[config.mk]
export PLATFORM = sky130hd
export DESIGN_NAME = rc4_stream_cipher_core
export DESIGN_NICKNAME = d
export VERILOG_FILES = /design/src/hw/rtl/rc4sc_pkg.sv /design/src/hw/rtl/rc4sc_perm_ram.sv /design/src/hw/rtl/rc4sc_ctrl.sv /design/src/hw/rtl/rc4_stream_cipher_core.sv
export SDC_FILE = /design/constraint.sdc
export NUM_CORES = 2
export LEC_CHECK = 0
export BUFFER_PORTS_ARGS = -buffer_cell sky130_fd_sc_hd__buf_2
export CAP_MARGIN = 20
export CELL_PAD_IN_SITES_DETAIL_PLACEMENT = 1
export CELL_PAD_IN_SITES_GLOBAL_PLACEMENT = 2
export CORE_MARGIN = 5
export CORE_UTILIZATION = 49
export CTS_CLUSTER_DIAMETER = 80
export DETAILED_ROUTE_END_ITERATION = 10
export PLACE_DENSITY_LB_ADDON = 0.1
export SYNTH_ARGS = -nofsm -noshare
export SYNTH_HDL_FRONTEND = slang
export SYNTH_SLANG_ARGS = --single-unit
[constraint.sdc]
create_clock -name clk -period 16.1 [get_ports clk]
set_input_delay 2.415 -clock clk [delete_from_list [all_inputs] [get_ports clk]]
set_output_delay 2.415 -clock clk [all_outputs]
set_load 0.01 [all_outputs]
[src/hw/rtl/rc4sc_pkg.sv]
package rc4sc_pkg;

  localparam int PERM_SIZE = 256;
  localparam int PERM_AW = 8;
  localparam int KEY_W = 128;
  localparam int KEY_IDX_W = 4;
  localparam int CFG_IDX_W = 2;
  localparam logic [PERM_AW-1:0] PERM_LAST = PERM_AW'(PERM_SIZE - 1);

  typedef enum logic [1:0] {
    FUNC_REKEY = 2'd0,
    FUNC_CRYPT = 2'd1,
    FUNC_SKIP  = 2'd2
  } func_t;

  typedef enum logic [CFG_IDX_W-1:0] {
    REG_KEY_LOW  = 2'd0,
    REG_KEY_HIGH = 2'd1
  } reg_idx_t;

  typedef enum logic [3:0] {
    ST_IDLE,
    ST_INIT,
    ST_KRD_I,
    ST_KRD_J,
    ST_KWR_I,
    ST_KWR_J,
    ST_RD_J,
    ST_WR_I,
    ST_WR_J,
    ST_OUT
  } state_t;

  typedef struct packed {
    logic               rd_en;
    logic [PERM_AW-1:0] rd_addr;
    logic               wr_en;
    logic [PERM_AW-1:0] wr_addr;
    logic [7:0]         wr_data;
  } mem_req_t;

  function automatic logic [7:0] key_byte(input logic [KEY_W-1:0] key,
                                          input logic [KEY_IDX_W-1:0] kpos);
    key_byte = key[{kpos, 3'b000} +: 8];
  endfunction

endpackage

[src/hw/rtl/rc4sc_perm_ram.sv]
module rc4sc_perm_ram (
  input  logic                clk,
  input  rc4sc_pkg::mem_req_t req,
  output logic [7:0]          rdata
);
  import rc4sc_pkg::*;

  logic [7:0] mem [PERM_SIZE];

  always_ff @(posedge clk) begin
    if (req.wr_en) begin
      mem[req.wr_addr] <= req.wr_data;
    end
    if (req.rd_en) begin
      rdata <= mem[req.rd_addr];
    end
  end

endmodule

[src/hw/rtl/rc4sc_ctrl.sv]
module rc4sc_ctrl #(
  parameter int KEY_BYTES = 16
) (
  input  logic                          clk,
  input  logic                          rst,
  input  logic [rc4sc_pkg::KEY_W-1:0]   key,
  input  logic                          in_valid,
  output logic                          in_stall,
  input  logic [1:0]                    func,
  input  logic [7:0]                    data_in,
  input  logic                          last_in,
  output logic                          out_valid,
  input  logic                          out_stall,
  output logic [7:0]                    data_out,
  output logic                          keyed,
  output logic [31:0]                   position,
  output logic                          last_out,
  output rc4sc_pkg::mem_req_t           req,
  input  logic [7:0]                    rdata
);
  import rc4sc_pkg::*;

  state_t                 state, state_next;
  logic [PERM_AW-1:0]     cnt;
  logic [KEY_IDX_W-1:0]   kpos;
  logic [7:0]             idx_i, idx_j, si, sj;
  logic [31:0]            step_count, pos;
  logic                   keyed_flag, is_crypt, fwd, last;
  logic [7:0]             data;

  logic                   accept, advance, out_free;
  logic [7:0]             sched_j, strm_j, ks_addr, ks;

  assign accept   = in_valid && !in_stall;
  assign advance  = accept && keyed_flag && (func == FUNC_CRYPT || func == FUNC_SKIP);
  assign out_free = !out_valid || !out_stall;
  assign sched_j  = idx_j + rdata + key_byte(key, kpos);
  assign strm_j   = idx_j + rdata;
  assign ks_addr  = si + sj;
  assign ks       = keyed_flag ? (fwd ? si : rdata) : 8'h00;

  always_comb begin
    state_next = state;
    unique case (state)
      ST_IDLE: begin
        if (accept) begin
          priority if (func == FUNC_REKEY) begin
            state_next = ST_INIT;
          end else if (func == FUNC_CRYPT) begin
            state_next = keyed_flag ? ST_RD_J : ST_OUT;
          end else if (func == FUNC_SKIP && keyed_flag) begin
            state_next = ST_RD_J;
          end else begin
            state_next = ST_IDLE;
          end
        end
      end
      ST_INIT:  state_next = (cnt == PERM_LAST) ? ST_KRD_I : ST_INIT;
      ST_KRD_I: state_next = ST_KRD_J;
      ST_KRD_J: state_next = ST_KWR_I;
      ST_KWR_I: state_next = ST_KWR_J;
      ST_KWR_J: state_next = (cnt == PERM_LAST) ? ST_IDLE : ST_KRD_I;
      ST_RD_J:  state_next = ST_WR_I;
      ST_WR_I:  state_next = ST_WR_J;
      ST_WR_J:  state_next = is_crypt ? ST_OUT : ST_IDLE;
      ST_OUT:   state_next = out_free ? ST_IDLE : ST_OUT;
      default:  state_next = ST_IDLE;
    endcase
  end

  always_comb begin
    in_stall    = (state != ST_IDLE);
    req         = '0;
    unique case (state)
      ST_IDLE: begin
        req.rd_en   = advance;
        req.rd_addr = idx_i + 8'd1;
      end
      ST_INIT: begin
        req.wr_en   = 1'b1;
        req.wr_addr = cnt;
        req.wr_data = cnt;
      end
      ST_KRD_I: begin
        req.rd_en   = 1'b1;
        req.rd_addr = cnt;
      end
      ST_KRD_J: begin
        req.rd_en   = 1'b1;
        req.rd_addr = sched_j;
      end
      ST_KWR_I: begin
        req.wr_en   = 1'b1;
        req.wr_addr = cnt;
        req.wr_data = rdata;
      end
      ST_KWR_J: begin
        req.wr_en   = 1'b1;
        req.wr_addr = idx_j;
        req.wr_data = si;
      end
      ST_RD_J: begin
        req.rd_en   = 1'b1;
        req.rd_addr = strm_j;
      end
      ST_WR_I: begin
        req.wr_en   = 1'b1;
        req.wr_addr = idx_i;
        req.wr_data = rdata;
      end
      ST_WR_J: begin
        req.wr_en   = 1'b1;
        req.wr_addr = idx_j;
        req.wr_data = si;
        req.rd_en   = 1'b1;
        req.rd_addr = ks_addr;
      end
      ST_OUT: begin
        req = '0;
      end
      default: begin
        req = '0;
      end
    endcase
  end

  always_ff @(posedge clk) begin
    if (rst) begin
      state      <= ST_IDLE;
      idx_i      <= '0;
      idx_j      <= '0;
      step_count <= '0;
      keyed_flag <= 1'b0;
      out_valid  <= 1'b0;
      cnt        <= '0;
      kpos       <= '0;
    end else begin
      state <= state_next;
      if (accept && func == FUNC_REKEY) begin
        cnt <= '0;
      end
      if (advance) begin
        idx_i      <= idx_i + 8'd1;
        step_count <= step_count + 32'd1;
      end
      unique case (state)
        ST_INIT: begin
          cnt <= cnt + 8'd1;
          if (cnt == PERM_LAST) begin
            idx_j <= '0;
            kpos  <= '0;
          end
        end
        ST_KRD_J: begin
          si    <= rdata;
          idx_j <= sched_j;
        end
        ST_KWR_J: begin
          cnt  <= cnt + 8'd1;
          kpos <= (kpos == KEY_IDX_W'(KEY_BYTES - 1)) ? '0 : kpos + 1'b1;
          if (cnt == PERM_LAST) begin
            idx_i      <= '0;
            idx_j      <= '0;
            step_count <= '0;
            keyed_flag <= 1'b1;
          end
        end
        ST_RD_J: begin
          si    <= rdata;
          idx_j <= strm_j;
        end
        ST_WR_I: begin
          sj <= rdata;
        end
        ST_WR_J: begin
          fwd <= (ks_addr == idx_j);
        end
        default: begin
        end
      endcase
      if (state == ST_OUT && out_free) begin
        out_valid <= 1'b1;
      end else if (!out_stall) begin
        out_valid <= 1'b0;
      end
    end
  end

  always_ff @(posedge clk) begin
    if (accept) begin
      is_crypt <= (func == FUNC_CRYPT);
      data     <= data_in;
      last     <= last_in;
      pos      <= step_count;
    end
    if (state == ST_OUT && out_free) begin
      data_out <= data ^ ks;
      keyed    <= keyed_flag;
      position <= pos;
      last_out <= last;
    end
  end

endmodule

[src/hw/rtl/rc4_stream_cipher_core.sv]
// Channel  Direction  Handshake           Payload
// cfg      in         cfg_valid/ready     cfg_index, cfg_data
// in       in         in_valid/in_stall   func, data_in, last_in
// out      out        out_valid/out_stall data_out, keyed, position, last_out
//
// A keyed crypt transaction steps through RD_J, WR_I and WR_J to OUT, where the
// result register loads, and frees the input when OUT is left; a keyed skip
// steps through RD_J, WR_I and WR_J back to IDLE, and an unkeyed crypt goes
// straight to OUT, where its result loads. The keyed paths are set by the
// dependent reads and the swap through the single permutation memory.
// A rekey fills all 256 entries, then runs one swap step per entry.
// Reset is synchronous and clears the indices, the count and the keyed flag.
// The input stalls while a transaction is at work; a stalled result holds in
// the output register while the next input transaction is accepted, and the
// next result then waits, with the input stalled, until the register is free.
module rc4_stream_cipher_core #(
  parameter int KEY_BYTES = 16
) (
  input  logic                            clk,
  input  logic                            rst,
  input  logic                            cfg_valid,
  output logic                            cfg_ready,
  input  logic [rc4sc_pkg::CFG_IDX_W-1:0] cfg_index,
  input  logic [63:0]                     cfg_data,
  input  logic                            in_valid,
  output logic                            in_stall,
  input  logic [1:0]                      func,
  input  logic [7:0]                      data_in,
  input  logic                            last_in,
  output logic                            out_valid,
  input  logic                            out_stall,
  output logic [7:0]                      data_out,
  output logic                            keyed,
  output logic [31:0]                     position,
  output logic                            last_out
);
  import rc4sc_pkg::*;

  logic [63:0] key_low, key_high;
  mem_req_t    req;
  logic [7:0]  rdata;

  assign cfg_ready = 1'b1;

  always_ff @(posedge clk) begin
    if (rst) begin
      key_low  <= '0;
      key_high <= '0;
    end else if (cfg_valid && cfg_ready) begin
      if (cfg_index == REG_KEY_LOW) begin
        key_low <= cfg_data;
      end
      if (cfg_index == REG_KEY_HIGH) begin
        key_high <= cfg_data;
      end
    end
  end

  rc4sc_ctrl #(
    .KEY_BYTES(KEY_BYTES)
  ) u_ctrl (
    .clk       (clk),
    .rst       (rst),
    .key       ({key_high, key_low}),
    .in_valid  (in_valid),
    .in_stall  (in_stall),
    .func      (func),
    .data_in   (data_in),
    .last_in   (last_in),
    .out_valid (out_valid),
    .out_stall (out_stall),
    .data_out  (data_out),
    .keyed     (keyed),
    .position  (position),
    .last_out  (last_out),
    .req       (req),
    .rdata     (rdata)
  );

  rc4sc_perm_ram u_ram (
    .clk   (clk),
    .req   (req),
    .rdata (rdata)
  );

endmodule

After elaboration in Yosys (flattened, before gate mapping)
Memory sizes are Yosys's and may differ from the RTL's. A register that Yosys moved wholly into a read port is not among the register bits.
Index checks and enable logic that the tools add are counted.
{"block": "word_totals", "register_bits": 295, "ram_bits": 2048, "input_bits": 82, "wordCells": 111, "mem_count": 1}
{"memory": "u_ram.mem", "words": 256, "width": 8, "read_ports": 1, "rd_ports_with_merged_regs": 1, "wr": 1, "line": "rc4sc_perm_ram.sv:8", "text": "logic [7:0] mem [PERM_SIZE];"}
{"block": "classes", "add_sub_neg": 7, "eq_ne": 19, "shift": 1, "n_mux": 31, "n_bitwise": 2, "reduce_logical": 29}
{"operator": "$shiftx A128 B8 Y8", "count": 1}
{"operator": "$mux W32", "count": 3}
{"operator": "$pmux W17 S4", "count": 1}
{"operator": "$mux W8", "count": 8}
{"operator": "$pmux W9 S5", "count": 1}
{"operator": "$pmux W4 S10", "count": 1}
{"operator": "$add A32 B1 Y32 const B", "count": 1}
{"operator": "$mux W4", "count": 8}
{"operator": "$add A8 B8 Y8", "count": 3}
{"operator": "$pmux W8 S3", "count": 1}
{"operator": "$add A8 B1 Y8 const B", "count": 2}
{"operator": "$eq A4 B3 Y1 const B", "count": 4}
{"operator": "$reduce_and A2 Y1", "count": 8}
{"operator": "$eq A4 B4 Y1 const B", "count": 3}
{"operator": "$eq A4 B2 Y1 const B", "count": 2}
{"operator": "$eq A8 B8 Y1", "count": 1}
{"operator": "$eq A8 B8 Y1 const B", "count": 1}
{"operator": "$ne A2 B1 Y1 const B", "count": 4}
{"operator": "$pmux W4 S2", "count": 1}
{"operator": "$xor A8 B8 Y8", "count": 1}
{"operator": "$logic_and A1 B1 Y1", "count": 6}
{"operator": "$reduce_or A2 Y1", "count": 3}
{"operator": "$add A4 B1 Y4 const B", "count": 1}
{"operator": "$eq A2 B1 Y1 const B", "count": 2}
{"operator": "other kinds (13)", "count": 22}

Logic depth before layout (Yosys ltp)
{"block": "logic_depth", "ltp_word": 8, "mapped_depth": 23, "mapped_depth_nobuf": 17}

Modules after synthesis
A second synthesis with hierarchy kept.
{"block": "unflattened", "cells_unflattened": 5000, "hier_area_um2": 93716.1}
{"mod": "rc4sc_perm_ram", "n_inst": 1, "cells_per_inst": 3733, "area_each_um2": 79636.4, "seq_area_each_um2": 61739.2}
{"mod": "rc4sc_ctrl", "n_inst": 1, "cells_per_inst": 776, "area_each_um2": 8740.9, "seq_area_each_um2": 4354.2}
{"mod": "rc4_stream_cipher_core", "n_inst": 1, "cells_per_inst": 491, "area_each_um2": 5338.9, "seq_area_each_um2": 2562.5}

Worst setup path after synthesis
Ideal clock, no wire load.
{"block": "synth_path", "path_kind": "reg-to-reg", "startpoint": "register u_ctrl.kpos[0]", "endpoint": "register u_ram.rdata[7], read port of u_ram.mem, data pin", "setup_ns": 0.261, "t_arrival_ns": 5.241, "required_ns": 15.839, "slack_ns": 10.598, "stages_incl_launch_ff": 21, "path_buffers": 8, "period_less_slack_ns": 5.502, "path_cell_list": "dfxtp_1 > clkbuf_1 > buf_1 > mux4_2 > mux4_2 > ha_1 > inv_1 > fa_1 > nor4b_2 > a22oi_4 > nand2_4 > buf_6 > buf_2 > buf_2 > buf_2 > buf_2 > buf_1 > nand3_1 > a31oi_1 > a21oi_1 > o32a_1"}
{"block": "synth_between", "elab_chain_len": 3}
{"element": "from (decl)", "line": "rc4sc_ctrl.sv:25", "text": "logic [KEY_IDX_W-1:0] kpos;"}
{"element": "from (signal assigned)", "line": "rc4sc_ctrl.sv:160", "text": "kpos <= (kpos == KEY_IDX_W'(KEY_BYTES - 1)) ? '0 : kpos + 1'b1;"}
{"element": "$shiftx A128 B8 Y8", "line": "rc4sc_pkg.sv:44", "text": "key_byte = key[{kpos, 3'b000} +: 8];"}
{"element": "$add A8 B8 Y8", "line": "rc4sc_ctrl.sv:37", "text": "assign sched_j = idx_j + rdata + key_byte(key, kpos);"}
{"element": "$pmux W9 S5", "line": "rc4sc_ctrl.sv:74", "text": "unique case (state)"}
{"element": "to (decl)", "line": "rc4sc_perm_ram.sv:4", "text": "output logic [7:0] rdata"}
Every way passes these cells.
A chain may end at the register's enable or synchronous reset.

Worst setup path in the final report
{"block": "layout_path", "startpoint": "register u_ctrl.kpos[0]", "endpoint": "register u_ram.rdata[0], read port of u_ram.mem, data pin"}
The elaborated chain is that of the path after synthesis.

==> results by group <==
Power
  • Pwr dens: 120 nW/µm²
  • Pleak: 0.0349 µW
  • Pwr Total: 12700 µW
  • Worst VDD drop: 108 µV

Layout
  • Area grow syn2layout: 11.0%
  • Area of the multi-input gates: 24800 µm²
  • Nets: 7178
  • Layout cells sized above 1: 0.120
  • Fillers: 18.9k
  • Sequential cell area: 68700 µm²

STA
  • Crit path time final: 8.04 ns
  • Least-Margin Pin Slew: 1.21 ns
  • Final setup violation count: 0
  • RSZ-0062 raised after global routing: no
  • Clock Skew: 0.0584 ns
  • Fin. Hold Viols: 0
  • Max-slew violations: 0
  • Final TNS setup: 0 ns
  • Fmax: 124 MHz
  • Slew headroom: 0.193
  • Period utilisation layout: 0.499

Routing
  • DRC Markers: 0
  • Post-Route WL: 321000 µm
  • Vias per inst: 6.39
  • DR iter-0 viols: 7314
  • Via count: 62.8k
  • Final ANT Viol Nets: 0
  • Router iterations before antenna repair: 8
  • Wire per inst: 32.7 µm

Clock tree
  • Hold buffer count at CTS: 0
  • Htree depth: 4
  • Clock latency on the worst-skew pair: 0.90 ns
  • Clock Path Buffers: 3
  • Setup bufs post-CTS: 0
  • Post-CTS resize count: 0
  • Clock Tree Root: clkbuf_16
  • Worst-path clk slew: 0.06 ns
  • CTS Sinks: 2351
  • CTS tree: built
  • Num CTS Buffers: 237

Synth
  • Ys async rst share: 0
  • Sequential area share after synthesis: 0.717
  • Post-Syn Nets: 7167
  • Top cell type's share of synthesized area: 0.677
  • Number of library cell types mapped by synthesis: 95
  • Synth Warn #: 0
  • Synthesized flop and latch total: 2351
  • Post-Syn Area: 95700 µm²
  • Cells after Synth: 7054
  • Top post-synthesis cells by area: edfxtp_1, nand2_1, mux4_2
  • Main synth FF type: edfxtp_1
  • Post-synth EDFFs: 2157
  • Yosys top cell by area: edfxtp_1
  • Synth Area per Inst: 13.6 µm²

Run
  • Max Cap Violations: 0

Placed design
  • Final GP Congestion: 0.877
  • Detailed placer's ending HPWL: 190000 µm
  • Port Buf Inserts: 125

GRT
  • Most Crowded Layer GR: met2
  • Met2 usage: 0.482
  • Aggregate global routing overflow: 0
  • Met1 Use GR: 0.431
  • M3 GR Usage: 0.0557
  • Initial antenna violation count: 16
  • Vias in the first global route: 63.5k
  • Largest net degree at the start of global routing: 154
  • First-pass GRT wire length: 460000 µm
  • All-Layer GR Usage: 0.309

Die
  • Die ar.: 204000 µm²
  • Area of the core: 195000 µm²
  • Die Y: 452 µm
  • Width of the chip: 452 µm
  • Starting Density: 0.492
  • IO Count: 127
  • # rows: 162

Critical path
  • Data required time at the worst endpoint: 16.73 ns
  • CP Class: register to register
  • Worst-path fanout max: 96
  • Startpoint class of the critical path: register
  • Worst path arrival time: 8.66 ns
  • Crit. End Element: register

Worst hold path
  • Worst Hold Class: register to register

Run status
  • Status: finished, final reports clean
Yosys cell counts, drive strengths merged (38+ instances only):
cell and instances:
mux4 178, a311oi 152, dfxtp 194, a211oi 164, a21oi 206, a31oi 92, edfxtp 2157, xnor2 38
nand3 667, and3 183, nand2 1652, buf 303, nor2 365, clkbuf 194
layer usage:
| layer | routed length (µm) | up-vias |
|---|---|---|
| met5 | 38 | - |
| met4 | 14700 | 6 |
| met3 | 25600 | 590 |
| met2 | 148000 | 2810 |
| met1 | 132000 | 32900 |
| li1 | - | 26500 |
worst max-delay path, stage by stage, from the launching register on:
cell	delay [ns]
dfxtp_2	0.68
buf_4	0.47
mux4_2	0.57
mux4_2	0.53
ha_1	0.32
and3_1	0.18
o21ai_0	0.46
and2_4	0.64
buf_4	0.61
buf_12	0.52
buf_4	0.72
mux4_2	0.59
nand2_1	0.08
a311oi_1	0.22
a21oi_1	0.22
a21oi_1	0.19
or4_1	0.56
registers in the layout, indices dropped and copies added (netlist names), 32 cells and up:
name               count
key_high              64
u_ctrl.position       32
u_ram.mem           2048
u_ctrl.pos            32
key_low               64
u_ctrl.step_count     32
layout make-up:
cell class                      count  area share
Sequential cell                  2351       0.646
Antenna cell                        8    0.000188
Tap cell                         2542      0.0299
Clock inverter                    134      0.0113
Timing Repair Buffer              269      0.0180
Inverter                           26     0.00148
Clock buffer                      309      0.0597
Multi-Input combinational cell   4180       0.233
logic make-up after synthesis:
kind of cell,synth area share
and+or+nand+nor,0.138
xor gates and xnor gates,0.00686
DFF,0.717
adders and majority gates,0.00439
AOI/OAI and AO/OA,0.0599
muxes,0.0475
other,0.0000392
buffers and inverters,0.0260
layout by cell type, fill, tap and decap left out, types with 162 or more instances in the layout:
cell       instances
a21oi_1          203
dfxtp_1          193
mux4_2           178
nand3_1          666
nand2_1         1633
and3_1           182
nor2_1           361
a211oi_1         162
clkbuf_16        238
edfxtp_1        2157
where the power goes:
part / total, µW / internal, µW / switching [µW]
Sequential: 6640 / 6630 / 13.7
Combinational: 650 / 186 / 464
Clock: 5410 / 3020 / 2400
path summary, 6_finish.rpt:
path                  start             endpoint  slack, ns  cells past startpoint
max          u_ctrl.kpos[0]       u_ram.rdata[0]       8.06                     16
min          u_ctrl.pos[23]  u_ctrl.position[23]       0.42                      0
max reg2reg  u_ctrl.kpos[0]       u_ram.rdata[0]       8.06                     16
min reg2reg  u_ctrl.pos[23]  u_ctrl.position[23]       0.42                      0
metrics by stage:
stage	hold WS [ns]	worst slack, ns	instance area [µm²]	std cells	utilization
6_report	0.419	8.06	106000	9819	0.546
5_1_grt	0.427	7.75	106000	9812	0.546
4_1_cts	0.420	8.09	106000	9806	0.546
3_5_place_dp	0.406	8.08	98600	9363	0.507
3_3_place_gp	0.400	8.02	98500	9356	0.506
2_1_floorplan	0.400	10.60	95700	7054	-
Power figures use the tool's default switching activity.
